$ cat src/rtl/srp_queue.sv
// ----------------------------------------------------------------------------
// srp_queue
// Two-entry job queue between the front end and the back end.
// ----------------------------------------------------------------------------
module srp_queue #(
	parameter int WIDTH = 11
) (
	input  logic             clk,
	input  logic             arst_n,
	input  logic             push,
	input  logic [WIDTH-1:0] push_data,
	input  logic             pop,
	output logic [WIDTH-1:0] pop_data,
	output logic             full,
	output logic             empty
);

	logic [WIDTH-1:0] slot_q [2];
	logic             wr_ptr_q;
	logic             rd_ptr_q;
	logic [1:0]       count_q;
	logic             do_push;
	logic             do_pop;

	assign full     = (count_q == 2'd2);
	assign empty    = (count_q == 2'd0);
	assign do_push  = push && !full;
	assign do_pop   = pop && !empty;
	assign pop_data = slot_q[rd_ptr_q];

	always_ff @(posedge clk or negedge arst_n) begin
		if (!arst_n) begin
			wr_ptr_q <= 1'b0;
			rd_ptr_q <= 1'b0;
			count_q  <= 2'd0;
		end else begin
			if (do_push) begin
				wr_ptr_q <= !wr_ptr_q;
			end
			if (do_pop) begin
				rd_ptr_q <= !rd_ptr_q;
			end
			case ({do_push, do_pop})
				2'b10:   count_q <= count_q + 2'd1;
				2'b01:   count_q <= count_q - 2'd1;
				default: count_q <= count_q;
			endcase
		end
	end

	always_ff @(posedge clk) begin
		if (do_push) begin
			slot_q[wr_ptr_q] <= push_data;
		end
	end

endmodule

$ cat config.mk
export PLATFORM = sky130hd
export DESIGN_NAME = srp_queue
export DESIGN_NICKNAME = d
export VERILOG_FILES = /design/src/rtl/srp_queue.sv
export SDC_FILE = /design/constraint.sdc
export NUM_CORES = 1
export LEC_CHECK = 0
export BUFFER_PORTS_ARGS = -buffer_cell sky130_fd_sc_hd__clkbuf_2
export CAP_MARGIN = 25
export CORE_UTILIZATION = 56
export CTS_BUF_LIST = sky130_fd_sc_hd__clkbuf_4 sky130_fd_sc_hd__clkbuf_8
export CTS_CLUSTER_DIAMETER = 200
export DETAILED_ROUTE_END_ITERATION = 8
export HOLD_SLACK_MARGIN = 0.15
export PLACE_DENSITY = 0.87
export RECOVER_POWER = 25
export SETUP_SLACK_MARGIN = 0.1
export SYNTH_ARGS = -nofsm -noshare
export SYNTH_HDL_FRONTEND = slang
export SYNTH_SLANG_ARGS = --single-unit
$ cat constraint.sdc
create_clock -name clk -period 3 [get_ports clk]
set_input_delay 0.6 -clock clk [delete_from_list [all_inputs] [get_ports clk]]
set_output_delay 0.6 -clock clk [all_outputs]
set_load 0.05 [all_outputs]
* Word level (Yosys, flattened, before mapping)
Memory sizes are Yosys's and may differ from the RTL's.
Cells that the tools add are included.
** Operators by class
- Reduce and logical (&&, ||, !) cells :: 8
- $add $sub $neg :: 2
- Multiplexer cells :: 3
- Equality and inequality tests :: 3
** Operators with widths (number)
- 2-bit equality test (second input constant) :: 2
- 1-bit zero test :: 4
- 2-bit one-hot mux with 2 select lines :: 1
- 2-bit by 1-bit adder with 2-bit output (second input constant) :: 1
- 2-bit by 1-bit equality test with 1-bit output (second input constant) :: 1
- 1-bit logical AND :: 2
- 2-bit zero test :: 1
- 1-bit two-way mux :: 2
- 2-bit nonzero test :: 1
- 2-bit by 1-bit subtractor with 2-bit output (second input constant) :: 1
** Word-level totals
- Register bits after elaboration :: 4
- Memories :: 1
- Output and inout port bits :: 13
- RAM bits :: 22
- Logic and storage cells :: 20
- Bits of input ports :: 15
** Memories
- slot_q :: depth 2, width 11, read ports 1, clocked after memory_dff 0, wr ports 1, RTL line 18 : logic [WIDTH-1:0] slot_q [2];

* Depth between registers and ports, before layout
- Word-level depth :: 5
- Depth in mapped cells :: 6
- Mapped depth without buffers :: 6

* Worst setup path after synthesis
No wires, ideal clock.
- Path kind :: reg2reg
- From :: reg count_q[0]
- To :: reg count_q[1]
- Required time :: 2921 ps
- Slack :: 1089 ps
- Stages on the path, launching flop included :: 6
- Arrival :: 1832 ps
- Buffers on the path :: 0
- Cell sequence :: dfrtp_1 > nor2_1 > nor2b_2 > ha_1 > nor2_1 > xor2_1
** Between the ends
- Cells in the longest elaborated chain, start to end :: 5
- Elaborated cells between the ends (all ways) :: 12
- Those cells by class :: add/sub (2); eq/ne (3); mux (1); reduce/logical (6)
** Ends and longest elaborated chain
- from (decl) :: RTL line 21 : logic [1:0] count_q;
- from (signal assigned) :: RTL line 44 : 2'b10: count_q <= count_q + 2'd1;
- from (signal assigned) :: RTL line 45 : 2'b01: count_q <= count_q - 2'd1;
- from (signal assigned) :: RTL line 46 : default: count_q <= count_q;
- 2-bit zero test * :: RTL line 26 : assign empty = (count_q == 2'd0);
- net empty :: RTL line 15 : output logic empty
- 1-bit zero test * :: RTL line 28 : assign do_pop = pop && !empty;
- 1-bit logical AND * :: RTL line 28
- net do_pop :: RTL line 23 : logic do_pop;
- 2-bit by 1-bit equality test with 1-bit output / 2-bit equality test (equally long branches) :: RTL line 43 : case ({do_push, do_pop})
- 2-bit one-hot mux with 2 select lines / 2-bit nonzero test (equally long branches)
Mark *: on every way through the listed nets, which the timed path passes. The rest lies on a longest branch.
A chain may end at the register's enable or synchronous reset.

* Worst setup path after layout
- From :: reg rd_ptr_q
- To :: out pop_data[3]
** Between the ends
- Cells in the longest elaborated chain, start to end :: 1
** Ends and longest elaborated chain
- from (decl) :: RTL line 20 : logic rd_ptr_q;
- from (signal assigned) :: RTL line 41 : rd_ptr_q <= !rd_ptr_q;
- memory 2 x 11 bit
- to (decl) :: RTL line 13 : output logic [WIDTH-1:0] pop_data,
Every way passes these cells.

==> summary.txt <==
Status
  – Run status: finished clean

Synthesis
  – Mean Syn Cell Area: 19.01 um^2
  – Area of the mapped netlist: 988.4 um^2
  – Xor and xnor area share after synthesis: 4.430%
  – FF+latch count, synth: 26
  – Post-synthesis sequential area ratio: 76.96%
  – Yosys cell types: 13
  – Synth warnings: 0
  – Post-synthesis compound-gate area fraction: 0%
  – Synthesized Nets: 68
  – Syn Inst Count: 52
  – Largest family of logic cells by synthesized area: multiplexers
  – Mux cell area share after synthesis: 12.53%
  – Post-Synth Adder-Cell Area: 1.266%
  – Synth Area in Simple Gates: 3.671%

Power
  – Maximum vdd drop: 0.8761 mV
  – Leak Pwr: 0.4632 nW
  – Sw frac: 43.66%
  – Comb power frac: 45.2%
  – Net Sw Power: 573.7 uW
  – Flop pwr share: 43.2%
  – Pwr/cell area: 1124 nW/um^2
  – Final Power: 1.314 mW
  – Internal Power: 740.3 uW
  – Clk network pwr share: 11.6%

Floorplan
  – Die width: 44.01 um
  – Starting density of the core: 62.70%
  – Die area: 1937 um^2
  – Die height: 44.01 um
  – Row cnt: 14
  – Placeable Area: 1577 um^2
  – I/O Pins: 28

Worst setup path
  – R2R cell count: 3
  – CP arrival: 1600 ps
  – Critical path peak fanout: 12
  – Worst EP required: 2400 ps
  – Worst Setup Start Kind: flip-flop
  – Critical path type: flip-flop to output port
  – Reg-to-reg slack, setup: 1220 ps
  – CP Capture Type: output port
  – RR Startpoint: count_q[0]
  – Worst r2r dst: slot_q[0][9]

Clock tree
  – Clk Tree Root Cell: clkbuf_4
  – CTS tree: done
  – H-tree levels: 1
  – TritonCTS buffer count: 3
  – Clock Path Buffers: 2
  – CTS Sinks: 26
  – Worst-skew pair later-pin latency: 310 ps
  – Worst-path clk slew: 140 ps

STA
  – Clock Skews: 17.47 ps
  – Final hold violations: 0
  – Period minus WS final: 2203 ps
  – Endpoints failing setup: 0
  – Worst Tran Pin Value: 904.9 ps
  – Setup TNS: 0 ps
  – Max Freq: 454.0 MHz
  – Max Slew Vio Count: 0
  – Slew headroom: 39.45%
  – RSZ-0062 raised after global routing: no
  – Tcrit/Tclk final: 73.42%

Route
  – DR WL/cell: 13.96 um
  – Starting DRC count in detailed routing: 5
  – Post-route antenna net violation count: 0
  – Drt pass-1 iters: 6
  – Vias: 515
  – Vias per cell: 5.202
  – DRC violations left: 0
  – Final wirelength: 1.382 mm

Global route
  – Number of antenna violations at the first check in global routing: 0
  – Largest net degree at the start of global routing: 15
  – Grt ovf: 0
  – GRT Total Usage: 16.15%
  – Vias in the first global route: 505
  – First-pass GRT wire length: 2.139 mm

Place
  – PortBufs: 27
  – GPL Wtd Cong: 0.6813
  – DPL Wire Length: 1.008 mm

Final layout
  – Most frequent cells in the layout: edfxtp_1, clkbuf_2, mux2_2
  – Share of post-route cells with drive strength above 1: 44.58%
  – Multi-input gate area: 216.5 um^2
  – Storage element area: 760.7 um^2
  – Antenna cells: 0
  – Area Growth Syn to Fin: 18.23%
  – Fillers: 104
  – Commonest non-fill, non-tap cell in the layout: edfxtp_1
  – Final Net Count: 100

Hold path
  – Min-Delay Path Class: input port to flip-flop
  – Hold path startpoint: push_data[6]
  – Worst hold stages: 1
  – Worst Hold Path EP: slot_q[1][6]

Run
  – Maxcap violations: 0
-- power groups by stage --
stage	clock, mW	sequential, mW	combinational (mW)
global route	0.167	0.578	0.630
finish	0.153	0.567	0.594
detailed placement	0	0.577	0.600
floorplan	0	0.541	0.518
CTS	0.151	0.568	0.603
global placement	0	0.572	0.588
-- per-layer routing --
layer	routed length [um]	vias to the layer above	global-route usage, %	part of all wire, %
li1	-	256	-	-
met1	566	242	18.42	41
met2	746	15	29.41	54
met3	59	2	4.082	4.3
met4	10	0	5.455	0.72
met5	0	-	0	0
-- cell usage after synthesis --
library cell   n  area (um^2)
edfxtp_1      22        660.6
mux2_2        11        123.9
dfrtp_1        4        100.1
nor2_1         3        11.26
xnor2_1        3        26.28
xor2_1         2        17.52
and3_1         1        6.260
buf_4          1        7.510
ha_1           1        12.51
inv_1          1        3.750
nand2_1        1        3.750
nand2b_1       1        6.260
nor2b_2        1        8.760
-- worst max path at each step --
stage / endpoint / slack [ps] / cells past startpoint / startpoint
floorplan: count_q[1] / 1090 / 5 / count_q[0]
global placement: pop_data[8] / 1130 / 2 / rd_ptr_q
detailed placement: slot_q[0][7] / 1100 / 3 / push
CTS: pop_data[3] / 780 / 2 / rd_ptr_q
global route: pop_data[3] / 720 / 2 / rd_ptr_q
finish: pop_data[3] / 800 / 2 / rd_ptr_q
-- worst max-delay path, cell delays in order, from the launching register on --
cell and delay, ps:
dfrtp_1 660, mux2_2 400, clkbuf_2 240
-- per-stage QoR --
| stage | setup WS, ps | utilization [%] | instances | hold slack, ps | cell area (um^2) |
|---|---|---|---|---|---|
| CTS | 782.2 | 74.60 | 99 | 470.7 | 1176 |
| finish | 797.5 | 74.13 | 99 | 475.0 | 1169 |
| floorplan | 1089 | - | 52 | 304.4 | 988.4 |
| global placement | 1130 | 72.06 | 94 | 412.4 | 1136 |
| global route | 717.2 | 74.13 | 99 | 457.3 | 1169 |
| detailed placement | 1104 | 72.06 | 94 | 413.6 | 1136 |
-- logic make-up after synthesis --
family / count (synthesis)
XOR/XNOR: 5
adder cells (fa/ha/maj): 1
buffers and inverters: 2
flip-flops: 26
multiplexers: 11
AND/OR/NAND/NOR: 7
-- registers in the layout, indices dropped and copies added (netlist names) --
signal / flops
slot_q: 22
count_q: 2
rd_ptr_q: 1
wr_ptr_q: 1
-- final cells by class --
type | instances | share of cell area, %
well taps | 16 | 1.713
repair buffers | 28 | 11.78
clock buffers | 4 | 2.570
flip-flops and latches | 26 | 65.10
inverters | 1 | 0.3212
multi-input cells | 24 | 18.52
-- repair_timing --
item	in CTS	in global routing
endpoints found under the hold margin	4	0
hold buffers	1	0
endpoints found under the setup margin	0	0
buffers inserted	0	0
gates resized for setup	0	0
(Power assumes the default switching activity.)
