[config.mk]
export PLATFORM = sky130hd
export DESIGN_NAME = srp_front
export DESIGN_NICKNAME = d
export VERILOG_FILES = /design/src/rtl/srp_pkg.sv /design/src/rtl/srp_front.sv
export SDC_FILE = /design/constraint.sdc
export NUM_CORES = 1
export LEC_CHECK = 0
export BUFFER_PORTS_ARGS = -buffer_cell sky130_fd_sc_hd__clkbuf_2
export CAP_MARGIN = 10
export CORE_MARGIN = 2
export CORE_UTILIZATION = 40
export DETAILED_ROUTE_END_ITERATION = 6
export HOLD_SLACK_MARGIN = 0.03
export SLEW_MARGIN = 25
export SYNTH_ARGS = -nofsm -noshare
export SYNTH_HDL_FRONTEND = slang
export SYNTH_SLANG_ARGS = --single-unit
[constraint.sdc]
create_clock -name clk -period 8.25 [get_ports clk]
set_clock_uncertainty 0.05 [all_clocks]
set_input_delay 1.2375 -clock clk [delete_from_list [all_inputs] [get_ports clk]]
set_output_delay 1.2375 -clock clk [all_outputs]
set_load 0.005 [all_outputs]
[src/rtl/srp_pkg.sv]
// ----------------------------------------------------------------------------
// srp_pkg
// Shared types and codes of the sample ring packetizer.
// ----------------------------------------------------------------------------
package srp_pkg;

	// command codes on the cmd port
	localparam logic [1:0] CMD_PUSH   = 2'd0;
	localparam logic [1:0] CMD_PACKET = 2'd1;
	localparam logic [1:0] CMD_SELECT = 2'd2;

	// alternate settings of the streaming interface
	localparam logic [7:0] ALT_IDLE   = 8'd0;
	localparam logic [7:0] ALT_STREAM = 8'd1;

	// configuration register indexes
	localparam logic CFG_CONFIGURED = 1'b0;
	localparam logic CFG_MUTE       = 1'b1;

	// job handed from the front end to the back end
	typedef enum logic [1:0] {
		JOB_DATA,
		JOB_SILENT,
		JOB_UNDER,
		JOB_BAD
	} job_kind_t;

	typedef struct packed {
		job_kind_t kind;
		logic      mute;
	} job_ctl_t;

	typedef enum logic {
		BK_IDLE,
		BK_RUN
	} back_state_t;

endpackage

[src/rtl/srp_front.sv]
// ----------------------------------------------------------------------------
// srp_front
// Front end: holds one command, writes pushed samples into the ring, tracks
// the ring indices and the streaming state, and queues back-end jobs.
// ----------------------------------------------------------------------------
module srp_front #(
	parameter int RING_DEPTH     = 512,
	parameter int PACKET_SAMPLES = 48
) (
	input  logic                          clk,
	input  logic                          arst_n,
	input  logic                          start,
	output logic                          busy,
	input  logic [1:0]                    cmd,
	input  logic signed [15:0]            sample,
	input  logic [7:0]                    alt_value,
	input  logic                          configured,
	input  logic                          mute,
	input  logic                          q_full,
	output logic                          q_push,
	output logic [$clog2(RING_DEPTH)-1:0] q_addr,
	output srp_pkg::job_ctl_t             q_ctl,
	input  logic                          rd_done,
	output logic                          ram_we,
	output logic [$clog2(RING_DEPTH)-1:0] ram_waddr,
	output logic [15:0]                   ram_wdata
);

	localparam int IW = $clog2(RING_DEPTH);
	localparam int CW = IW + 1;
	localparam logic [CW-1:0] DEPTH_C = CW'(RING_DEPTH);
	localparam logic [CW-1:0] PKT_C   = CW'(PACKET_SAMPLES);
	localparam logic [IW-1:0] LAST_IDX = IW'(RING_DEPTH - 1);

	logic                 hold_v_q;
	logic [1:0]           cmd_q;
	logic signed [15:0]   sample_q;
	logic [7:0]           alt_q;
	logic [IW-1:0]        wr_idx_q;
	logic [IW-1:0]        rd_idx_q;
	logic                 stream_q;
	logic [CW-1:0]        pend_q;

	logic [CW-1:0]        wr_ext;
	logic [CW-1:0]        rd_ext;
	logic [CW-1:0]        avail;
	logic [CW-1:0]        rd_sum;
	logic [CW-1:0]        rd_adv;
	logic [CW-1:0]        oldest;
	logic                 clobber;
	logic [IW-1:0]        wr_inc;
	logic                 sel_bad;
	logic                 go;
	logic                 job_push;
	srp_pkg::job_kind_t   job_kind;
	logic                 do_write;
	logic                 do_adv;
	logic                 do_restart;
	logic                 do_stop;
	logic                 fire;
	logic                 accept;
	logic [CW-1:0]        pend_add;
	logic [CW-1:0]        pend_sub;

	assign wr_ext = {1'b0, wr_idx_q};
	assign rd_ext = {1'b0, rd_idx_q};
	assign avail  = (wr_ext >= rd_ext) ? (wr_ext - rd_ext) : (wr_ext + DEPTH_C - rd_ext);
	assign rd_sum = rd_ext + PKT_C;
	assign rd_adv = (rd_sum >= DEPTH_C) ? (rd_sum - DEPTH_C) : rd_sum;

	// oldest ring entry still owed to the back end
	assign oldest  = (rd_ext >= pend_q) ? (rd_ext - pend_q) : (rd_ext + DEPTH_C - pend_q);
	assign clobber = (pend_q != '0) && (oldest[IW-1:0] == wr_idx_q);
	assign wr_inc  = (wr_idx_q == LAST_IDX) ? '0 : (wr_idx_q + 1'b1);
	assign sel_bad = !configured || (alt_q > srp_pkg::ALT_STREAM);

	always_comb begin
		go         = 1'b1;
		job_push   = 1'b0;
		job_kind   = srp_pkg::JOB_SILENT;
		do_write   = 1'b0;
		do_adv     = 1'b0;
		do_restart = 1'b0;
		do_stop    = 1'b0;
		case (cmd_q)
			srp_pkg::CMD_PUSH: begin
				// hold a push that would overwrite a sample not yet read out
				go       = !configured || !clobber;
				do_write = configured;
			end
			srp_pkg::CMD_PACKET: begin
				if (stream_q) begin
					go       = !q_full;
					job_push = 1'b1;
					if (avail >= PKT_C) begin
						job_kind = srp_pkg::JOB_DATA;
						do_adv   = 1'b1;
					end else begin
						job_kind = srp_pkg::JOB_UNDER;
					end
				end
			end
			srp_pkg::CMD_SELECT: begin
				if (sel_bad) begin
					go       = !q_full;
					job_push = 1'b1;
					job_kind = srp_pkg::JOB_BAD;
				end else if (alt_q == srp_pkg::ALT_STREAM) begin
					// restart only once all pending reads have drained
					go         = !q_full && (pend_q == '0);
					job_push   = 1'b1;
					job_kind   = srp_pkg::JOB_SILENT;
					do_restart = 1'b1;
				end else begin
					do_stop = 1'b1;
				end
			end
			default: begin
				go = 1'b1;
			end
		endcase
	end

	assign fire       = hold_v_q && go;
	assign busy       = hold_v_q && !go;
	assign accept     = start && !busy;
	assign q_push     = fire && job_push;
	assign q_addr     = rd_idx_q;
	assign q_ctl.kind = job_kind;
	assign q_ctl.mute = mute;
	assign ram_we     = fire && do_write;
	assign ram_waddr  = wr_idx_q;
	assign ram_wdata  = sample_q;

	assign pend_add = (fire && do_adv) ? PKT_C : '0;
	assign pend_sub = {{(CW-1){1'b0}}, rd_done};

	always_ff @(posedge clk or negedge arst_n) begin
		if (!arst_n) begin
			hold_v_q <= 1'b0;
			wr_idx_q <= '0;
			rd_idx_q <= '0;
			stream_q <= 1'b0;
			pend_q   <= '0;
		end else begin
			if (accept) begin
				hold_v_q <= 1'b1;
			end else if (fire) begin
				hold_v_q <= 1'b0;
			end
			pend_q <= pend_q + pend_add - pend_sub;
			if (fire) begin
				if (do_write) begin
					wr_idx_q <= wr_inc;
				end
				if (do_adv) begin
					rd_idx_q <= rd_adv[IW-1:0];
				end
				if (do_restart) begin
					stream_q <= 1'b1;
					wr_idx_q <= '0;
					rd_idx_q <= '0;
				end
				if (do_stop) begin
					stream_q <= 1'b0;
				end
			end
		end
	end

	always_ff @(posedge clk) begin
		if (accept) begin
			cmd_q    <= cmd;
			sample_q <= sample;
			alt_q    <= alt_value;
		end
	end

endmodule

After elaboration in Yosys (flattened, before gate mapping)
Index checks and enable logic that the tools add are counted.

Bits in registers: 56. Output and inout port bits: 40.

Equality and inequality tests: 5. Add/sub/neg operators: 11. Magnitude comparators: 5. Mux-type cells: 34. Reduce and logical (&&, ||, !) cells: 25.

Operators by type and width (number): $mux W9 (7); $mux W1 (19); $add A9 B1 Y9 const B (2); $sub A9 B9 Y9 (2); $add A10 B6 Y10 (1); $add A9 B10 Y10 const B (1); $add A9 B6 Y10 const B (1); $ge A10 B10 Y1 const B (1); $ge A10 B6 Y1 const B (1); $ge A9 B10 Y1 (1); $logic_not A10 Y1 (1); $mux W10 (1); $reduce_bool A10 Y1 (1); $sub A10 B1 Y10 (1); $sub A10 B9 Y10 (1); $sub A9 B9 Y10 (1); $eq A9 B9 Y1 (1); $eq A9 B9 Y1 const B (1); $ge A9 B9 Y1 (1); $sub A9 B1 Y9 const B (1); $eq A8 B1 Y1 const B (1); $gt A8 B1 Y1 const B (1); $logic_and A1 B1 Y1 (8); $reduce_bool A2 Y1 (4); 11 further kinds (20).

Logic depth before layout (Yosys ltp)
Gate-level depths: netlist of run 1.

Depth in word-level cells: 13. Mapped depth: 18.

Worst setup path after synthesis of run 1
No wires, ideal clock.

Kind: input-to-reg. Start: in configured. End: reg pend_q[9]. Slack: 4131 ps. Required time: 8121 ps. Path buffers: 1. Arrival time: 3990 ps. Cell stages on the path: 16. Cells stage by stage: nor4b_2 -> a311o_1 -> a31o_2 -> o21ai_0 -> a21oi_2 -> buf_6 -> nand2_1 -> ha_1 -> inv_1 -> ha_1 -> o21ai_0 -> nand2b_1 -> a21o_1 -> a21o_1 -> a31oi_1 -> xor2_1.

Longest elaborated chain between the ends: 9. Elaborated cells between the ends (all ways): 10. Classes of those cells: add/sub (2); mux (3); reduce/logical (5).

Ends and longest elaborated chain: start: declaration (RTL line srp_front.sv:17) `input logic configured,`; $logic_not A1 Y1 * (RTL line srp_front.sv:75, srp_front.sv:88); $logic_or A1 B1 Y1 (RTL line srp_front.sv:75) `assign sel_bad = !configured || (alt_q > srp_pkg::ALT_STREAM);`; $mux W1 (RTL line srp_front.sv:104) `if (sel_bad) begin`; $pmux W1 S3 * (RTL line srp_front.sv:85) `case (cmd_q)`; $logic_and A1 B1 Y1 * (RTL line srp_front.sv:124) `assign fire = hold_v_q && go;`; $logic_and A1 B1 Y1 * (RTL line srp_front.sv:135) `assign pend_add = (fire && do_adv) ? PKT_C : '0;`; $mux W6 * (RTL line srp_front.sv:135); $add A10 B6 Y10 * (RTL line srp_front.sv:151) `pend_q <= pend_q + pend_add - pend_sub;`; $sub A10 B1 Y10 * (RTL line srp_front.sv:151); end signal: assignment (RTL line srp_front.sv:151); end: declaration (RTL line srp_front.sv:42) `logic [CW-1:0] pend_q;`.

Every way passes the cells marked *; elsewhere a longest branch is shown, timed or not. A chain may end at the register's enable or synchronous reset.

Worst setup path after layout of run 1
Start: in configured. End: out q_push.

Longest elaborated chain between the ends: 6. Elaborated cells between the ends (all ways): 9. Classes of those cells: mux (4); reduce/logical (5).

Ends and longest elaborated chain: $logic_not A1 Y1 * (RTL line srp_front.sv:75, srp_front.sv:88); $logic_or A1 B1 Y1 (RTL line srp_front.sv:75); $mux W1 (RTL line srp_front.sv:104); $pmux W1 S3 (RTL line srp_front.sv:85); $logic_and A1 B1 Y1 (RTL line srp_front.sv:124); $logic_and A1 B1 Y1 * (RTL line srp_front.sv:127) `assign q_push = fire && job_push;`; end: declaration (RTL line srp_front.sv:20) `output logic q_push,`.

Marked as above.

==> results of run 1 <==
[power breakdown]
group	total [mW]	switching [mW]	internal, mW
logic	0.479	0.254	0.224
clock network	0.163	0.0991	0.0644
registers	0.372	0.0470	0.325
total	1.01	0.401	0.614
[layout make-up]
type | count | area, sq um | share of cell area (%)
Clock buffer | 5 | 68.82 | 1.810
Clock inverter | 3 | 28.78 | 0.7568
Inverter | 34 | 127.6 | 3.356
Multi-Input combinational cell | 222 | 1677 | 44.09
Sequential cell | 52 | 1431 | 37.64
Tap cell | 105 | 131.4 | 3.455
Timing Repair Buffer | 67 | 337.8 | 8.884
[worst reg2reg max path: cells and delay by family (launching register included)]
kind / cells / cell delay (ns)
xor+xnor: 2 / 0.43
flops: 1 / 0.47
compound gates: 6 / 1.53
fa+ha+maj: 3 / 0.99
buf+inv: 1 / 0.04
simple gates: 4 / 0.60
[cell families after synthesis]
family,Yosys count,synth area share (%)
AND/OR/NAND/NOR,88,15.31
multiplexers,4,1.291
flip-flops,52,43.45
buffers and inverters,44,6.190
adder cells (fa/ha/maj),37,14.28
XOR/XNOR,20,5.317
AO/OA/AOI/OAI,68,14.05
other,1,0.1138
[sequential cells by signal, indices dropped and copies added (netlist names)]
name,count
ram_waddr,9
hold_v_q,1
alt_q,8
stream_q,1
ram_wdata,16
pend_q,10
q_addr,5
cmd_q,2
[path summary, 6_finish.rpt]
kind,from,end,slack [ns],cells past startpoint
worst max-delay path,configured,q_push,3.78,8
worst min-delay path,stream_q,stream_q,0.55,1
worst max register to register,q_addr[4],pend_q[9],4.08,16
worst min register to register,stream_q,stream_q,0.55,1
max in group asynchronous,arst_n,pend_q[2],6.81,1
min in group asynchronous,arst_n,q_addr[8],0.90,1
[cell usage in the layout (no fill, tap or decap), types with 11 or more instances in the layout]
cell type,netlist,final
a21oi_1,13,13
ha_1,36,36
inv_1,34,34
o21ai_0,16,16
clkbuf_2,1,66
nor2_1,12,12
nand2_1,21,21
dfrtp_1,26,26
xnor2_1,11,11
edfxtp_1,26,26
[through the flow]
stage / util [%] / hold WS, ns
after global routing: 46.99 / 0.5770
after global placement: 45.78 / 0.5269
after CTS: 46.99 / 0.5563
final: 46.99 / 0.5515
after floorplan: - / 0.4833
after detailed placement: 45.78 / 0.5290
[routing by layer]
| metal | share of wire [%] | vias up |
|---|---|---|
| li1 | - | 1252 |
| met1 | 45 | 1172 |
| met2 | 46 | 91 |
| met3 | 8.3 | 5 |
| met4 | 0.81 | 0 |
| met5 | 0 | - |
==> impl_metrics.csv, run 1 <==
group,metric,value,unit
pwr,p_leak,1.724,nW
die,placementRows,33,
die,initial_utilization,40.71,%
synthesis,synth-seq-cells,52,
timing,timing.setup.tns,0,ns
setup_path,critical_path.most_common_cell,"clkbuf_2",
finish,final_layout_size_suffix_gt1_share,23.24,%
finish,post-route-cell-area,0.003802,sq mm
die,design.die.area,0.008978,sq mm
place,gpl_congestion,0.8570,
global_route,grtUsageTotal,17.13,%
synthesis,synthArstFlopShare,50.00,%
routing,route.final.wire_length,7.190,mm
routing,drt_first_iter_violations,76,
pwr,design_power_total,1.014,mW
finish,area_growth,15.42,%
setup_path,criticalPathCategory,"in2out",
clock_tree,cts_setup_buffers,0,
global_route,gr-max-usage-layer,"met2",
synthesis,synth_common_cells,"ha_1, inv_1, dfrtp_1, edfxtp_1, nand2_1",
global_route,grt_max_degree,27,
setup_path,critical_path.cell_chain,"clkbuf_2 > nor4b_2 > a311o_1 > a31o_2 > o21ai_0 > a21oi_2 > and3_1 > clkbuf_2",
synthesis,synth_enable_flop_cells,26,
global_route,number_of_antenna_violations_at_the_first_check_in_global_routing,0,
finish,final-instance-count-excl-fill,488,
run_status,status,"complete, no violations",
clock_tree,cts_hold_repair.buffers,0,
timing,min_period,4.473,ns
synthesis,synth_seq_area_share,43.45,%
timing,max_clock_freq,223.6,MHz
routing,routedWlPerCell,14.73,um
die,pin_count,73,
routing,route.detailed.vias_per_inst,5.164,
timing,timing.final.ws_setup,3.777,ns
setup_path,nature_of_the_critical_path_endpoint,"primary output",
flow_run,max_cap_violations,0,
synthesis,synthDistinctLibCells,61,
timing,hold_fails_final_rpt,0,
place,dp_slack,3.513,ns
setup_path,cp_data_arrival_time,3.19,ns
clock_tree,cts_tree,"built",
place,post_dp_cell_area,0.003705,sq mm
timing,final_max_slew_viol_count,0,
setup_path,critical_path.slowest_cell,"a21oi_2",
global_route,use_met2,29.08,%
synthesis,synth_top_area_share,23.70,%
synthesis,synth_area_leader_cell,"edfxtp_1",
setup_path,critical_path_peak_fanout,15,
synthesis,syn_area_per_cell,10.49,sq um
die,core_region_area,0.008093,sq mm
setup_path,start_kind,"input port",
global_route,globalRouteOverflowTotal,0,
die,die_x,94.75,um
place,dp.final_hpwl,5.650,mm
clock_tree,clk_latency,0.32,ns
global_route,global_route_met3_usage,4.389,%
finish,antenna_cells_inserted,0,
routing,antenna_left,0,
timing,timing.max_slew.rel_slack,53.37,%
pwr,power.density_cell_area,266.7,mW/mm^2
timing,fin_crit_sh,54.22,%
clock_tree,h-tree-depth,2,
synthesis,ys_top_cells_by_area,"edfxtp_1, dfrtp_1, ha_1",
clock_tree,tritoncts_num_sinks,52,
clock_tree,cts.clk_slew.worst_paths,0.11,ns
place,numPortBuffers,66,
finish,final.fill_count,818,
routing,post-route-drc-count,0,
clock_tree,cts.root.buffer_cell,"clkbuf_8",
global_route,grt_first_pass_wirelength,11.91,mm
synthesis,number_of_warnings_printed_during_yosys_synthesis,0,
synthesis,yosysMostFrequentCell,"ha_1",
finish,num-nets-final,452,
timing,final-setup-viol-count,0,
timing,grt_setup_unrepaired,"no",
clock_tree,cts.repair.resized,0,
synthesis,synthesis.instances,314,
global_route,via_count_of_the_first_global_routing_pass,2489,
worst_hold_path,min_path_type,"reg2reg",
clock_tree,clk_path_buf_depth,2,
setup_path,worst_path_largest_cell_delay,0.55,ns
routing,drt_pass1_iterations,4,
setup_path,worst_ep_required_time,6.96,ns
die,die_height,94.75,um
clock_tree,cts_inserted_buffers,5,
setup_path,critical_path_buffer_and_inverter_count,2,
synthesis,synth_ff_type,"edfxtp_1",
global_route,globalRouteMet1Util,21.92,%
pwr,vdd_ir_drop_max,116.6,uV
setup_path,timing.critical_path.max_delay_family,"compound AO/OA/AOI/OAI gates",
routing,route.vias.total,2520,
place,dp_cells,480,
timing,worst_margin_slew,0.6995,ns
synthesis,netlist_area,0.003294,sq mm
(Power assumes the default switching activity.)
==> inputs of run 2 (changes only) <==
- clock period: 8.25 -> 3.7 ns (I/O delays scaled with it)
==> impl_metrics.csv, run 2 (synthesis gave the netlist of run 1 again) <==
group,metric,value,unit
pwr,power.density_cell_area,596.0,mW/mm^2
die,initial_utilization,40.71,%
pwr,swShare,40.21,%
clock_tree,cts_tree,"built",
pwr,p_leak,1.868,nW
global_route,grtUsageTotal,17.67,%
setup_path,start_kind,"register",
place,numPortBuffers,66,
global_route,via_count_of_the_first_global_routing_pass,2531,
pwr,clockPowerShare,14.8,%
timing,timing.hold.ws,0.2145,ns
global_route,grt_max_degree,27,
clock_tree,tritoncts_num_sinks,52,
die,die_x,94.75,um
setup_path,criticalPathCategory,"reg2reg",
routing,antenna_left,0,
pwr,design_power_total,2.443,mW
routing,route.vias.total,2668,
pwr,switching_power,0.9822,mW
pwr,power_report.internal_total,1.461,mW
setup_path,r2r-start,"q_addr[6]",
setup_path,critical_path_peak_fanout,4,
place,dp_cells,497,
place,dp_slack,-0.07348,ns
setup_path,critical_path_buffer_and_inverter_count,4,
timing,hold_fails_final_rpt,0,
clock_tree,cts_inserted_buffers,5,
timing,worst_margin_slew,0.7201,ns
setup_path,startpoint,"q_addr[6]",
worst_hold_path,min_path_type,"in2async",
place,gpl_congestion,0.8215,
global_route,globalRouteOverflowTotal,0,
routing,drt_first_iter_violations,171,
setup_path,worst_path_largest_cell_delay,0.41,ns
setup_path,critical_path.most_common_cell,"ha_1",
pwr,combinationalPowerShare,51.6,%
setup_path,timing.critical_path.max_delay_family,"compound AO/OA/AOI/OAI gates",
setup_path,critical_path.slowest_cell,"dfrtp_1",
global_route,number_of_antenna_violations_at_the_first_check_in_global_routing,0,
finish,largest_register_ffs,16,
place,dp.final_hpwl,6.086,mm
routing,routedWlPerCell,15.65,um
finish,final.fill_count,772,
routing,drt_pass1_iterations,4,
setup_path,nature_of_the_critical_path_endpoint,"register",
die,placementRows,33,
run_status,status,"complete, no violations",
global_route,grt_first_pass_wirelength,12.14,mm
timing,fin_crit_sh,95.19,%
timing,final_max_slew_viol_count,0,
setup_path,critical_path.cell_chain,"buf_4 > inv_1 > ha_1 > nor4_1 > a31oi_1 > a221oi_4 > buf_4 > a21oi_2 > nand2_2 > ha_1 > inv_1 > ha_1 > o21ai_0 > nand2b_1 > a21o_1 > a21o_1 > a31oi_1 > xor2_1",
finish,num-nets-final,476,
place,post_dp_cell_area,0.003832,sq mm
setup_path,worst_ep_required_time,3.89,ns
finish,final_layout_size_suffix_gt1_share,32.92,%
finish,final-instance-count-excl-fill,512,
die,core_region_area,0.008093,sq mm
finish,layout_common_cells,"clkbuf_2, ha_1, inv_1",
flow_run,max_cap_violations,0,
die,die_height,94.75,um
clock_tree,cts.clk_slew.worst_paths,0.12,ns
finish,layout.cells.most_common,"clkbuf_2",
finish,post-route-cell-area,0.004099,sq mm
clock_tree,clk_path_buf_depth,2,
routing,route.final.wire_length,8.011,mm
timing,timing.final.ws_setup,0.1779,ns
setup_path,cp_data_arrival_time,3.71,ns
routing,post-route-drc-count,0,
clock_tree,h-tree-depth,2,
clock_tree,cts.root.buffer_cell,"clkbuf_8",
timing,max_clock_freq,283.9,MHz
clock_tree,clk_latency,0.32,ns
die,design.die.area,0.008978,sq mm
finish,antenna_cells_inserted,0,
die,pin_count,73,
finish,area_growth,24.42,%
pwr,vdd_ir_drop_max,274.1,uV
routing,route.detailed.vias_per_inst,5.211,
timing,min_period,3.522,ns
timing,timing.max_slew.rel_slack,51.99,%
timing,final-setup-viol-count,0,
pwr,p_seq_share,33.6,%
-- run 2: cell count changes in the layout (fill, tap and decap cells not counted), moves of 3 or more --
cell and change:
ha_1 -5, buf_4 +24, ha_2 +3, inv_1 -4
inv_2 +4
-- run 2: per-stage QoR --
stage | setup TNS [ns] | util, %
final | 0 | 50.65
after detailed placement | -0.07348 | 47.36
after global placement | 0 | 47.36
after global routing | -0.01165 | 50.65
after CTS | 0 | 48.64
after floorplan | 0 | -
-- run 2: per-layer routing --
| metal | GRT usage [%] | part of all wire, % | vias up | routed length (um) |
|---|---|---|---|---|
| li1 | - | - | 1305 | - |
| met1 | 23.07 | 45 | 1265 | 3630 |
| met2 | 29.85 | 49 | 90 | 3886 |
| met3 | 3.671 | 4.9 | 8 | 396 |
| met4 | 4.710 | 1.2 | 0 | 97 |
| met5 | 0 | 0 | - | 0 |
-- run 2: cell type report --
| cell class | count | area (sq um) | area share [%] |
|---|---|---|---|
| multi-input combinational | 222 | 1790 | 43.68 |
| sequential | 52 | 1434 | 34.98 |
| timing repair buffer | 91 | 518.0 | 12.64 |
| tap | 105 | 131.4 | 3.205 |
| inverter | 34 | 127.6 | 3.114 |
| clock buffer | 5 | 68.82 | 1.679 |
| clock inverter | 3 | 28.78 | 0.7021 |
-- run 2: final timing paths --
check                      slack [ns]  depth (start not counted)           end
setup / recovery                 0.18                         18     pend_q[9]
hold / removal                   0.21                          1  ram_waddr[1]
setup reg to reg                 0.18                         18     pend_q[9]
hold reg to reg                  0.53                          1     q_addr[7]
max in group asynchronous        2.87                          1     q_addr[7]
min in group clk                 0.35                          1      alt_q[2]
-- run 2: power by group through the flow --
stage | Clock [mW] | Sequential [mW] | Combinational [mW]
finish | 0.362 | 0.821 | 1.26
global route | 0.394 | 0.833 | 1.41
CTS | 0.373 | 0.817 | 1.14
detailed placement | 0 | 0.830 | 1.12
global placement | 0 | 0.823 | 1.10
floorplan | 0 | 0.803 | 0.862
-- run 2: timing repair --
action,in CTS,in global routing
pin swaps,0,7
endpoints found under the setup margin,1,3
gates cloned,0,0
setup buffers,0,7
gates resized for setup,1,24
hold buffers,0,0
-- run 2: worst register-to-register path, delay by kind of cell (launching register included) --
kind                     cells  cell delay [ns]
flip-flops                   1             0.41
buffers and inverters        4             0.46
AO/OA/AOI/OAI                7             1.19
adder cells (fa/ha/maj)      3             0.69
XOR/XNOR                     1             0.17
AND/OR/NAND/NOR              3             0.50
