==> src/rtl/srp_pkg.sv <==
// ----------------------------------------------------------------------------
// srp_pkg
// Shared types and codes of the sample ring packetizer.
// ----------------------------------------------------------------------------
package srp_pkg;

	// command codes on the cmd port
	localparam logic [1:0] CMD_PUSH   = 2'd0;
	localparam logic [1:0] CMD_PACKET = 2'd1;
	localparam logic [1:0] CMD_SELECT = 2'd2;

	// alternate settings of the streaming interface
	localparam logic [7:0] ALT_IDLE   = 8'd0;
	localparam logic [7:0] ALT_STREAM = 8'd1;

	// configuration register indexes
	localparam logic CFG_CONFIGURED = 1'b0;
	localparam logic CFG_MUTE       = 1'b1;

	// job handed from the front end to the back end
	typedef enum logic [1:0] {
		JOB_DATA,
		JOB_SILENT,
		JOB_UNDER,
		JOB_BAD
	} job_kind_t;

	typedef struct packed {
		job_kind_t kind;
		logic      mute;
	} job_ctl_t;

	typedef enum logic {
		BK_IDLE,
		BK_RUN
	} back_state_t;

endpackage

==> src/rtl/srp_back.sv <==
// ----------------------------------------------------------------------------
// srp_back
// Back end: takes one job at a time from the queue and plays it out, one
// result per cycle, reading ring samples through the RAM read port.
// ----------------------------------------------------------------------------
module srp_back #(
	parameter int RING_DEPTH     = 512,
	parameter int PACKET_SAMPLES = 48
) (
	input  logic                          clk,
	input  logic                          arst_n,
	input  logic                          q_empty,
	output logic                          q_pop,
	input  logic [$clog2(RING_DEPTH)-1:0] q_addr,
	input  srp_pkg::job_ctl_t             q_ctl,
	output logic                          rd_done,
	output logic [$clog2(RING_DEPTH)-1:0] ram_raddr,
	input  logic [15:0]                   ram_rdata,
	output logic                          strobe,
	output logic signed [15:0]            sample_out,
	output logic                          last,
	output logic                          underrun,
	output logic                          bad_alt
);

	localparam int IW   = $clog2(RING_DEPTH);
	localparam int CNTW = (PACKET_SAMPLES > 1) ? $clog2(PACKET_SAMPLES) : 1;
	localparam logic [CNTW-1:0] CNT_LAST = CNTW'(PACKET_SAMPLES - 1);
	localparam logic [IW-1:0]   LAST_IDX = IW'(RING_DEPTH - 1);

	srp_pkg::back_state_t state_q;
	srp_pkg::back_state_t state_d;
	srp_pkg::job_ctl_t    ctl_q;
	logic [IW-1:0]        addr_q;
	logic [CNTW-1:0]      cnt_q;
	logic                 issue;
	logic                 done;
	logic                 strobe_s2;
	logic                 last_s2;
	logic                 under_s2;
	logic                 bad_s2;
	logic                 zero_s2;

	// next state
	always_comb begin
		state_d = state_q;
		case (state_q)
			srp_pkg::BK_IDLE: begin
				if (!q_empty) begin
					state_d = srp_pkg::BK_RUN;
				end
			end
			srp_pkg::BK_RUN: begin
				if (done) begin
					state_d = srp_pkg::BK_IDLE;
				end
			end
			default: begin
				state_d = srp_pkg::BK_IDLE;
			end
		endcase
	end

	// outputs
	always_comb begin
		q_pop = 1'b0;
		issue = 1'b0;
		done  = 1'b0;
		case (state_q)
			srp_pkg::BK_IDLE: begin
				q_pop = !q_empty;
			end
			srp_pkg::BK_RUN: begin
				issue = 1'b1;
				done  = (ctl_q.kind == srp_pkg::JOB_BAD) || (cnt_q == CNT_LAST);
			end
			default: begin
				q_pop = 1'b0;
			end
		endcase
	end

	assign rd_done   = issue && (ctl_q.kind == srp_pkg::JOB_DATA);
	assign ram_raddr = addr_q;

	always_ff @(posedge clk or negedge arst_n) begin
		if (!arst_n) begin
			state_q   <= srp_pkg::BK_IDLE;
			strobe_s2 <= 1'b0;
		end else begin
			state_q   <= state_d;
			strobe_s2 <= issue;
		end
	end

	always_ff @(posedge clk) begin
		if (q_pop) begin
			ctl_q  <= q_ctl;
			addr_q <= q_addr;
			cnt_q  <= '0;
		end else if (issue) begin
			addr_q <= (addr_q == LAST_IDX) ? '0 : (addr_q + 1'b1);
			cnt_q  <= cnt_q + 1'b1;
		end
		last_s2  <= (ctl_q.kind != srp_pkg::JOB_BAD) && (cnt_q == CNT_LAST);
		under_s2 <= (ctl_q.kind == srp_pkg::JOB_UNDER);
		bad_s2   <= (ctl_q.kind == srp_pkg::JOB_BAD);
		zero_s2  <= (ctl_q.kind != srp_pkg::JOB_DATA) || ctl_q.mute;
	end

	// read data lands together with the stage-two flags
	assign strobe     = strobe_s2;
	assign last       = last_s2;
	assign underrun   = under_s2;
	assign bad_alt    = bad_s2;
	assign sample_out = zero_s2 ? '0 : ram_rdata;

endmodule

==> config.mk <==
export PLATFORM = sky130hd
export DESIGN_NAME = srp_back
export DESIGN_NICKNAME = d
export VERILOG_FILES = /design/src/rtl/srp_pkg.sv /design/src/rtl/srp_back.sv
export SDC_FILE = /design/constraint.sdc
export NUM_CORES = 1
export LEC_CHECK = 0
export BUFFER_PORTS_ARGS = -buffer_cell sky130_fd_sc_hd__buf_2
export CAP_MARGIN = 20
export CORE_ASPECT_RATIO = 0.8
export CORE_MARGIN = 5
export CORE_UTILIZATION = 40
export CTS_BUF_LIST = sky130_fd_sc_hd__clkbuf_8
export CTS_CLUSTER_SIZE = 16
export DETAILED_ROUTE_END_ITERATION = 8
export PLACE_DENSITY = 0.79
export SYNTH_ARGS = -nofsm -noshare
export SYNTH_HDL_FRONTEND = slang
export SYNTH_SLANG_ARGS = --single-unit
==> constraint.sdc <==
create_clock -name clk -period 4.53 [get_ports clk]
set_input_delay 0 -clock clk [delete_from_list [all_inputs] [get_ports clk]]
set_output_delay 0 -clock clk [all_outputs]
set_load 0.02 [all_outputs]
Word-level counts from Yosys, hierarchy flattened

Index checks and enable logic that the tools add are counted.

Output and inout bits: 31
Latch bits: 0
Register bits: 24
Bits of input ports: 31
Bits in writable memories: 0
Bits in read-only memories: 0
Logic and storage cells: 36
Memories kept: 0

Equal/unequal tests: 5
Shifts and indexed selects: 0
$lt $le $gt $ge: 0
Muxes and demuxes: 10
Add/sub/neg operators: 2
Multiply operators: 0
Bitwise operators: 1
Reduce and logical (&&, ||, !) cells: 8
Div/mod/pow operators: 0

Operators by type and width:

| kind                  | number |
|---|---|
| $mux W9               | 3 |
| $mux W16              | 1 |
| $add A9 B1 Y9 const B | 1 |
| $eq A9 B9 Y1 const B  | 1 |
| $add A6 B1 Y6 const B | 1 |
| $eq A6 B6 Y1 const B  | 1 |
| $mux W1               | 5 |
| $eq A2 B2 Y1 const B  | 2 |
| $reduce_bool A2 Y1    | 2 |
| $logic_and A1 B1 Y1   | 2 |
| $logic_not A2 Y1      | 1 |
| $logic_or A1 B1 Y1    | 2 |
| $ne A2 B2 Y1 const B  | 1 |
| $pmux W1 S2           | 1 |
| $logic_not A1 Y1      | 1 |
| $not A1 Y1            | 1 |

Logic depth before layout (Yosys ltp)

Gate-level depths: netlist of the first run.

Depth after elaboration: 5
Depth in mapped cells: 7
Mapped depth without buffers: 7

Least setup slack after synthesis of the first run

OpenSTA, ideal clock, no wires.

Path type: register -> register
From: register addr_q[0], in the netlist ram_raddr[0]
To: register addr_q[5], in the netlist ram_raddr[5] (data pin)
Library setup time: 259 ps
Data required time: 4271 ps
Clock period less this slack: 2020 ps
Buffers on the path: 0
Setup slack: 2510 ps
Arrival time: 1762 ps
Stages on the path, launching flop included: 8
Cells stage by stage: edfxtp_1 > ha_1 > and3_1 > and3_1 > ha_1 > nor2_1 > and4b_1 > a211o_1

Cells in the longest elaborated chain, start to end: 4
Elaborated cells on any way between the ends: 5
Classes of those cells: add/sub: 1; eq/ne: 1; mux: 3

RTL lines:

| element                                       | line            | source |
|---|---|---|
| from (decl)                                   | srp_back.sv:34  | `logic [IW-1:0] addr_q;` |
| from (signal assigned)                        | srp_back.sv:99  | `addr_q <= q_addr;` |
| from (signal assigned)                        | srp_back.sv:102 | `addr_q <= (addr_q == LAST_IDX) ? '0 : (addr_q + 1'b1);` |
| $add A9 B1 Y9 or $eq A9 B9 Y1 (tied branches) | srp_back.sv:102 |  |
| $mux W9 (*)                                   | srp_back.sv:102 |  |
| $mux W9 (*)                                   | srp_back.sv:101 | `end else if (issue) begin` |
| $mux W9 (*)                                   | srp_back.sv:97  | `if (q_pop) begin` |

Every way passes the cells marked *; elsewhere a longest branch is shown, timed or not. The select of a mux whose other input is x is not followed.
A chain may end at the register's enable or synchronous reset.

Worst setup path after layout of the first run

From: register addr_q[0], in the netlist ram_raddr[0]
To: register addr_q[6], in the netlist ram_raddr[6] (data pin)

Same word-level chain as after synthesis.

==> flow_metrics.env, run 1 <==
export IMPL_drt_iter0_markers=31
export IMPL_first_global_vias=1105
export IMPL_synthCells=115
export IMPL_worstSetupEndpointType="register"
export IMPL_clk_path_buf_depth=2
export IMPL_swShare_pct=38.7
export IMPL_antenna_found_initial=0
export IMPL_grt_first_pass_wirelength_um=4800
export IMPL_cp_max_fo=6
export IMPL_grt_overflow_total=0
export IMPL_drive_gt1_share_pct=38.5
export IMPL_cp_data_arrival_time_ns=2.26
export IMPL_cp_start_kind="register"
export IMPL_ir_worst_vdd_v=0.000244
export IMPL_cts_root_buf="clkbuf_8"
export IMPL_wl_per_cell_um=13.8
export IMPL_met2_length_um=1620
export IMPL_syn_area_mm2=0.00123
export IMPL_floorplan_initialDensity_pct=40.7
export IMPL_clkLatencyLatePin_ns=0.26
export IMPL_fin_crit_ns=2.12
export IMPL_cap_violations=0
export IMPL_p_clk_share_pct=18.8
export IMPL_required_ns=4.67
export IMPL_hold_viol=0
export IMPL_seqPwrFrac_pct=42.4
export IMPL_crit_chain="ha_1 -> and3_1 -> and3_1 -> ha_1 -> nor2_1 -> nor4b_1 -> a221o_1"
export IMPL_syn2layout_area_growth_pct=37.0
export IMPL_grt_use_total_pct=14.3
export IMPL_core_area_mm2=0.00302
export IMPL_worstSetupPathType="reg -> reg"
export IMPL_final_setup_skew_ns=0.00290
export IMPL_finalSetupViolCount=0
export IMPL_met3WireLength_um=258
export IMPL_place_gp_congestion=0.872
export IMPL_final_common_cell="buf_2"
export IMPL_switchingPower_w=0.000385
export IMPL_htree_levels=1
export IMPL_dp_hpwl_um=2400
export IMPL_synth_cell_type_count=35
export IMPL_maxClockFrequency_ghz=0.472
export IMPL_pwr_share_comb_pct=38.7
export IMPL_grt_max_degree=25
export IMPL_layout_cells_most_common_list="buf_2 (61), nor2b_1 (17), nand2_1 (12), edfxtp_1 (12), dfxtp_1 (10)"
export IMPL_slew_violations=0
export IMPL_intPower_w=0.000611
export IMPL_die_w_um=71.9
export IMPL_die_area_mm2=0.00428
export IMPL_dr_pass1_iters=4
export IMPL_synth_warnings=0
export IMPL_crit_family="simple AND/OR/NAND/NOR gates"
export IMPL_powerDensity_mw_per_mm2=592
export IMPL_drt_met1_wl_um=1150
export IMPL_die_h_um=59.5
export IMPL_cp_buffers_inverters=0
export IMPL_ys_ff_latch=24
export IMPL_postPlaceCellArea_mm2=0.00157
export IMPL_finalCritPeriodShare_pct=46.8
export IMPL_final_nets=218
export IMPL_relSlewSlack_pct=68.3
export IMPL_fin_area_mm2=0.00168
export IMPL_ys_seq_area_share_pct=49.7
export IMPL_vias_per_cell=5.02
export IMPL_antenna_cells=0
export IMPL_total_leakage_power_nw=0.801
export IMPL_rows=18
export IMPL_ctsResizeCount=0
export IMPL_vias=1114
export IMPL_rsz0062_at_grt="no"
export IMPL_antenna_left=0
export IMPL_syn_area_per_cell_um2=10.7
export IMPL_cts_tree="done"
export IMPL_routed_wl_um=3060
export IMPL_syn_num_nets=150
export IMPL_portBuffers=61
export IMPL_status="completed"
export IMPL_r2r_slack_ns=2.41
export IMPL_routed_top_layer="met4"
export IMPL_crit_slowest_cell="edfxtp_1"
export IMPL_finalSetupTns_ns=0
export IMPL_io_pins=62
export IMPL_max_stage_delay_ns=0.46
export IMPL_worstMarginPinSlew_ns=0.475
export IMPL_holdCritPathClass="in -> reg"
export IMPL_drc=0
export IMPL_clkSinkCount=24
export IMPL_clk_pin_slew_ns=0.09
export IMPL_numCtsBuffers=3
==> stage by stage <==
| step | power, W | setup WS [ns] | instances | hold slack, ns | util [%] |
|---|---|---|---|---|---|
| global route | 0.00106 | 2.26 | 222 | 0.0178 | 55.7 |
| finish | 0.000996 | 2.41 | 222 | 0.0105 | 55.7 |
| floorplan | 0.000677 | 2.51 | 115 | -0.296 | - |
| global placement | 0.000789 | 2.60 | 214 | -0.215 | 52.0 |
| CTS | 0.00100 | 2.43 | 222 | 0.0171 | 55.7 |
| detailed placement | 0.000812 | 2.47 | 214 | -0.210 | 52.0 |
==> logic make-up after synthesis <==
group	synth area share, %
AOI/OAI and AO/OA	12.0
xor gates and xnor gates	4.28
adders and majority gates	4.08
buffers and inverters	2.85
DFF	49.7
muxes	1.73
and+or+nand+nor	25.3
==> worst register-to-register path, delay by kind of cell, from the launching register on <==
family / cells / cell delay, ns
and+or+nand+nor: 4 / 0.81
adders and majority gates: 2 / 0.54
DFF: 1 / 0.46
AOI/OAI and AO/OA: 1 / 0.17
==> area by class of cell <==
class	count	area, µm²
Fill cell	272	1340
Sequential cell	24	611
Multi-Input combinational cell	84	582
Timing Repair Buffer	66	353
Tap cell	40	50.0
Clock buffer	3	41.3
Clock inverter	1	30.0
Inverter	4	15.0
==> sequential cells by signal (all words and copies together), names as in the netlist <==
signal,cells
zero_s2,1
strobe,1
cnt_q,6
ctl_q,3
last,1
state_q,1
ram_raddr,9
bad_alt,1
underrun,1
==> routing by layer <==
layer / up-vias / track usage, %
li1: 545 / -
met1: 516 / 14.0
met2: 47 / 28.4
met3: 6 / 3.90
met4: 0 / 5.90
met5: - / 0
==> synthesized netlist by cell type <==
cell type  count  area, µm²
nor2b_1       17        106
o21ai_0        5       25.0
or3b_1         1       8.76
and3_1         3       18.8
mux2_2         1       11.3
or4_4          1       11.3
inv_1          4       15.0
or3_1          1       6.26
a22o_1         3       26.3
buf_2          1       5.00
dfxtp_1       10        200
ha_1           4       50.1
a211o_1        2       17.5
a21oi_2        1       8.76
mux2i_1        1       10.0
and4_1         1       8.76
o31ai_1        2       15.0
a31o_1         1       8.76
a221o_1        1       10.0
clkbuf_1       1       3.75
a2111oi_0      1       8.76
nor3b_1        1       7.51
dfrtp_1        2       50.1
nand3_1        7       35.0
nand2b_1       1       6.26
nand2_1       12       45.0
edfxtp_1      12        360
nor4b_1        1       8.76
xor2_1         4       35.0
xnor2_1        2       17.5
nor2_1         6       22.5
and4b_1        2       20.0
buf_6          1       11.3
nor3_1         1       5.00
a2111oi_4      1       27.5
==> power by group through the flow <==
| stage | registers [W] | logic (W) | clock network, W |
|---|---|---|---|
| final | 0.000423 | 0.000386 | 0.000187 |
| after CTS | 0.000422 | 0.000392 | 0.000189 |
| after floorplan | 0.000467 | 0.000211 | 0 |
| after global placement | 0.000417 | 0.000371 | 0 |
| after detailed placement | 0.000425 | 0.000388 | 0 |
| after global routing | 0.000439 | 0.000425 | 0.000200 |
==> path summary, 6_finish.rpt <==
path / startpoint / end / cells past startpoint
setup / recovery: ram_raddr[0] / ram_raddr[6] / 7
hold / removal: q_addr[0] / ram_raddr[0] / 3
setup reg to reg: ram_raddr[0] / ram_raddr[6] / 7
hold reg to reg: ctl_q[0] / zero_s2 / 1
max in group asynchronous: arst_n / strobe / 2
min in group asynchronous: arst_n / state_q / 2
==> timing repair <==
item	CTS	global route
buffers inserted	0	0
hold endpoints to repair	5	0
hold buffers	4	0
(Power assumes the default switching activity.)
==> run 2: changes to the inputs <==
clock period = 2.1 ns   (was 4.53 ns; I/O delays follow)
==> flow_metrics.env, run 2 (synthesis results as in run 1) <==
export IMPL_antenna_found_initial=0
export IMPL_finalSetupViolCount=0
export IMPL_wl_per_cell_um=13.1
export IMPL_crit_top_cell="and3_1"
export IMPL_clk_pin_slew_ns=0.09
export IMPL_worstSetupEndpointType="register"
export IMPL_core_area_mm2=0.00302
export IMPL_portBuffers=61
export IMPL_powerDensity_mw_per_mm2=1270
export IMPL_htree_levels=1
export IMPL_cts_root_buf="clkbuf_8"
export IMPL_grt_first_pass_wirelength_um=4440
export IMPL_grt_use_total_pct=13.0
export IMPL_total_leakage_power_nw=0.810
export IMPL_cts_tree="done"
export IMPL_clk_path_buf_depth=2
export IMPL_dp_hpwl_um=2250
export IMPL_rows=18
export IMPL_cp_max_fo=6
export IMPL_dr_pass1_iters=4
export IMPL_status="completed"
export IMPL_place_gp_congestion=0.902
export IMPL_hold_viol=0
export IMPL_finalSetupTns_ns=0
export IMPL_cp_start_kind="register"
export IMPL_drc=0
export IMPL_ir_worst_vdd_v=0.000591
export IMPL_maxClockFrequency_ghz=0.502
export IMPL_crit_chain="ha_1 -> and3_1 -> and3_1 -> ha_2 -> nor2_1 -> nor4b_2 -> a221o_1"
export IMPL_floorplan_initialDensity_pct=40.7
export IMPL_dpl_worst_slack_ns=0.0895
export IMPL_max_stage_delay_ns=0.42
export IMPL_routed_wl_um=2930
export IMPL_worstSetupPathType="reg -> reg"
export IMPL_grt_max_degree=25
export IMPL_worst_slack_ns=0.108
export IMPL_largest_reg_flops=9
export IMPL_slew_violations=0
export IMPL_vias=1097
export IMPL_cap_violations=0
export IMPL_finalCritPeriodShare_pct=94.9
export IMPL_die_h_um=59.5
export IMPL_io_pins=62
export IMPL_final_setup_skew_ns=0.00358
export IMPL_worstMarginPinSlew_ns=0.479
export IMPL_clkSinkCount=24
export IMPL_drt_iter0_markers=33
export IMPL_final_common_cell="buf_2"
export IMPL_holdCritPathClass="in -> reg"
export IMPL_syn2layout_area_growth_pct=38.9
export IMPL_p_total_w=0.00217
export IMPL_numCtsBuffers=3
export IMPL_layout_cells_most_common_list="buf_2 (61), nor2b_1 (17), nand2_1 (12), edfxtp_1 (12), dfxtp_1 (10)"
export IMPL_crit_slowest_cell="edfxtp_1"
export IMPL_die_area_mm2=0.00428
export IMPL_cp_data_arrival_time_ns=2.02
export IMPL_fin_crit_ns=1.99
export IMPL_die_w_um=71.9
export IMPL_relSlewSlack_pct=68.0
export IMPL_drive_gt1_share_pct=40.2
export IMPL_antenna_left=0
export IMPL_clkLatencyLatePin_ns=0.26
export IMPL_first_global_vias=1038
export IMPL_required_ns=2.12
export IMPL_vias_per_cell=4.90
export IMPL_rsz0062_at_grt="no"
export IMPL_final_nets=220
export IMPL_grt_overflow_total=0
export IMPL_antenna_cells=0
[run 2: changes by cell type in the layout (fill, tap and decap cells not counted), sizes merged]
cell and change:
buf +2
[run 2: metrics by stage]
| step | area, µm² | utilization, % | hold WS [ns] | cells |
|---|---|---|---|---|
| after CTS | 1700 | 56.2 | 0.0145 | 224 |
| after detailed placement | 1590 | 52.5 | -0.211 | 216 |
| after global placement | 1590 | 52.5 | -0.215 | 216 |
| after floorplan | 1230 | - | -0.296 | 115 |
| final | 1710 | 56.5 | 0.0149 | 224 |
| after global routing | 1710 | 56.5 | 0.0166 | 224 |
[run 2: cell type report]
class | count | area (µm²)
Clock buffer | 3 | 41.3
Clock inverter | 1 | 30.0
Fill cell | 247 | 1310
Inverter | 4 | 15.0
Multi-Input combinational cell | 84 | 591
Sequential cell | 24 | 611
Tap cell | 40 | 50.0
Timing Repair Buffer | 68 | 368
[run 2: power breakdown]
group	switching (W)	leakage (nW)	internal [W]	total, W
combinational	0.000515	0.547	0.000381	0.000896
clock	0.000148	0.0357	0.000255	0.000402
sequential	0.000165	0.227	0.000709	0.000874
[run 2: routing by layer]
metal,part of all wire [%],track usage [%],vias to the layer above
met5,0,0,-
met4,0.41,4.02,0
met3,9.7,2.88,2
met2,51,24.6,49
met1,39,14.6,495
li1,-,-,551
[run 2: path summary, 6_finish.rpt]
check                      slack [ns]           end         start  cells past startpoint
setup / recovery                 0.11  ram_raddr[6]  ram_raddr[0]                      7
hold / removal                   0.01  ram_raddr[1]     q_addr[1]                      3
setup reg to reg                 0.11  ram_raddr[6]  ram_raddr[0]                      7
hold reg to reg                  0.42       zero_s2      ctl_q[0]                      1
max in group asynchronous        1.96        strobe        arst_n                      2
min in group asynchronous        0.05       state_q        arst_n                      2
[run 2: what timing repair did]
item                                   CTS  global route
setup endpoints to repair                0             2
setup buffers                            0             0
resized for setup                        0             2
endpoints found under the hold margin    5             0
hold buffers                             4             0
[run 2: worst max-delay path, delay by kind of cell, from the launching register on]
kind	cells	cell delay (ns)
AO/OA/AOI/OAI	1	0.26
adder cells (fa/ha/maj)	2	0.48
flip-flops	1	0.42
AND/OR/NAND/NOR	4	0.57
==> run 3: changes to the inputs <==
==> constraint.sdc (replaced) <==
create_clock -name clk -period 2.1 [get_ports clk]
set_input_delay 0.42 -clock clk [delete_from_list [all_inputs] [get_ports clk]]
set_output_delay 0.42 -clock clk [all_outputs]
set_load 0.02 [all_outputs]
==> flow_metrics.env, run 3 (synthesis results as in run 1) <==
export IMPL_final_common_cell="buf_2"
export IMPL_antenna_cells=0
export IMPL_seqPwrFrac_pct=40.3
export IMPL_worstSetupPathType="reg -> reg"
export IMPL_powerDensity_mw_per_mm2=1290
export IMPL_floorplan_initialDensity_pct=40.7
export IMPL_r2r_cells=7
export IMPL_crit_slowest_cell="edfxtp_1"
export IMPL_htree_levels=1
export IMPL_dp_hpwl_um=2250
export IMPL_slew_violations=0
export IMPL_drive_gt1_share_pct=40.9
export IMPL_cp_max_fo=6
export IMPL_antenna_found_initial=0
export IMPL_ir_worst_vdd_v=0.000590
export IMPL_antenna_left=0
export IMPL_crit_chain="ha_1 -> and3_1 -> and3_1 -> ha_2 -> nor2_1 -> nor4b_2 -> a221o_1"
export IMPL_switchingPower_w=0.000827
export IMPL_wl_per_cell_um=13.1
export IMPL_relSlewSlack_pct=68.0
export IMPL_first_global_vias=1026
export IMPL_endpoint="ram_raddr[6]"
export IMPL_r2r_end="ram_raddr[6]"
export IMPL_clk_path_buf_depth=2
export IMPL_r2r_slack_ns=0.11
export IMPL_grt_first_pass_wirelength_um=4370
export IMPL_final_setup_skew_ns=0.00405
export IMPL_hold_viol=0
export IMPL_finalSetupViolCount=0
export IMPL_dpl_worst_slack_ns=0.0895
export IMPL_worst_slack_ns=0.106
export IMPL_postCtsSetupBuffers=0
export IMPL_grt_overflow_total=0
export IMPL_p_clk_share_pct=18.5
export IMPL_status="completed"
export IMPL_routed_wl_um=2910
export IMPL_final_nets=217
export IMPL_cts_tree="done"
export IMPL_grt_max_degree=25
export IMPL_grtUsageMet3_pct=2.88
export IMPL_cp_buffers_inverters=0
export IMPL_whs_ns=0.332
export IMPL_largest_reg_flops=9
export IMPL_cts_root_buf="clkbuf_8"
export IMPL_die_h_um=59.5
export IMPL_cp_data_arrival_time_ns=2.02
export IMPL_io_pins=62
export IMPL_layout_cells_most_common_list="buf_2 (61), nor2b_1 (17), nand2_1 (12), edfxtp_1 (12), dfxtp_1 (10)"
export IMPL_cp_start_kind="register"
export IMPL_rows=18
export IMPL_fin_crit_ns=1.99
export IMPL_met2_usage_pct=24.3
export IMPL_required_ns=2.12
export IMPL_swShare_pct=38.1
export IMPL_grt_use_total_pct=12.8
export IMPL_syn2layout_area_growth_pct=36.5
export IMPL_numCtsBuffers=3
export IMPL_maxClockFrequency_ghz=0.502
export IMPL_reg2reg_from="ram_raddr[0]"
export IMPL_drc=0
export IMPL_max_stage_delay_ns=0.42
export IMPL_fillers=251
export IMPL_crit_cells=7
export IMPL_place_gp_congestion=0.902
export IMPL_rsz0062_at_grt="no"
export IMPL_finalCritPeriodShare_pct=94.9
export IMPL_clk_pin_slew_ns=0.09
export IMPL_crit_family="simple AND/OR/NAND/NOR gates"
export IMPL_vias=1095
export IMPL_clkSinkCount=24
export IMPL_pwr_share_comb_pct=41.1
export IMPL_dr_pass1_iters=4
export IMPL_drt_iter0_markers=51
export IMPL_worstSetupEndpointType="register"
export IMPL_vias_per_cell=4.95
export IMPL_intPower_w=0.00134
export IMPL_clkLatencyLatePin_ns=0.26
export IMPL_core_area_mm2=0.00302
export IMPL_busiest_layer="met2"
export IMPL_grt_use_met1_pct=14.3
export IMPL_total_leakage_power_nw=0.797
export IMPL_cap_violations=0
export IMPL_crit_top_cell="and3_1"
export IMPL_holdCritPathClass="in -> reg"
export IMPL_die_area_mm2=0.00428
export IMPL_die_w_um=71.9
export IMPL_worstMarginPinSlew_ns=0.479
export IMPL_finalSetupTns_ns=0
export IMPL_startpoint="ram_raddr[0]"
export IMPL_portBuffers=61
## run 3: cell count changes in the layout (fill, tap and decap cells not counted), sizes merged
cell	change
dlygate4sd3	-3
## run 3: worst min-delay path by stage
stage | cells after the start | slack, ns | to | from
5_1_grt | 1 | 0.32 | ctl_q[2] | q_ctl[2]
4_1_cts | 1 | 0.32 | ctl_q[1] | q_ctl[1]
3_3_place_gp | 1 | 0.20 | strobe | arst_n
6_report | 1 | 0.33 | ctl_q[1] | q_ctl[1]
3_5_place_dp | 1 | 0.21 | state_q | arst_n
2_1_floorplan | 0 | 0.12 | state_q | arst_n
## run 3: metrics by stage
| stage | cells | instance area (µm²) | power (W) | utilization (%) |
|---|---|---|---|---|
| 2_1_floorplan | 115 | 1230 | 0.00146 | - |
| 3_3_place_gp | 216 | 1590 | 0.00173 | 52.5 |
| 3_5_place_dp | 216 | 1590 | 0.00177 | 52.5 |
| 4_1_cts | 221 | 1670 | 0.00217 | 55.2 |
| 5_1_grt | 221 | 1680 | 0.00232 | 55.5 |
| 6_report | 221 | 1680 | 0.00217 | 55.5 |
## run 3: what timing repair did
item / CTS / global route
hold buffers: 1 / 0
gates resized for setup: 0 / 2
setup endpoints to repair: 0 / 2
endpoints found under the hold margin: 2 / 0
## run 3: power by group through the flow
stage	Sequential (W)	Combinational [W]	Clock [W]
2_1_floorplan	0.00101	0.000455	0
3_3_place_gp	0.000873	0.000859	0
3_5_place_dp	0.000883	0.000885	0
4_1_cts	0.000871	0.000888	0.000412
5_1_grt	0.000899	0.000986	0.000431
6_report	0.000874	0.000892	0.000401
## run 3: final cells by class
class                      instances  area, µm²  area share, %
clock buffer                       3       41.3           2.46
inverter                           4       15.0          0.896
tap                               40       50.0           2.99
clock inverter                     1       30.0           1.79
sequential                        24        611           36.4
timing repair buffer              65        338           20.2
multi-input combinational         84        591           35.3
## run 3: layer usage
metal / part of all wire, % / wire [µm]
met5: 0 / 0
met4: 0.41 / 12
met3: 9.6 / 278
met2: 50 / 1460
met1: 40 / 1150
## run 3: worst register-to-register path: cells and delay by family, from the launching register on
| kind | cells | cell delay (ns) |
|---|---|---|
| DFF | 1 | 0.42 |
| adders and majority gates | 2 | 0.48 |
| and+or+nand+nor | 4 | 0.58 |
| AOI/OAI and AO/OA | 1 | 0.26 |
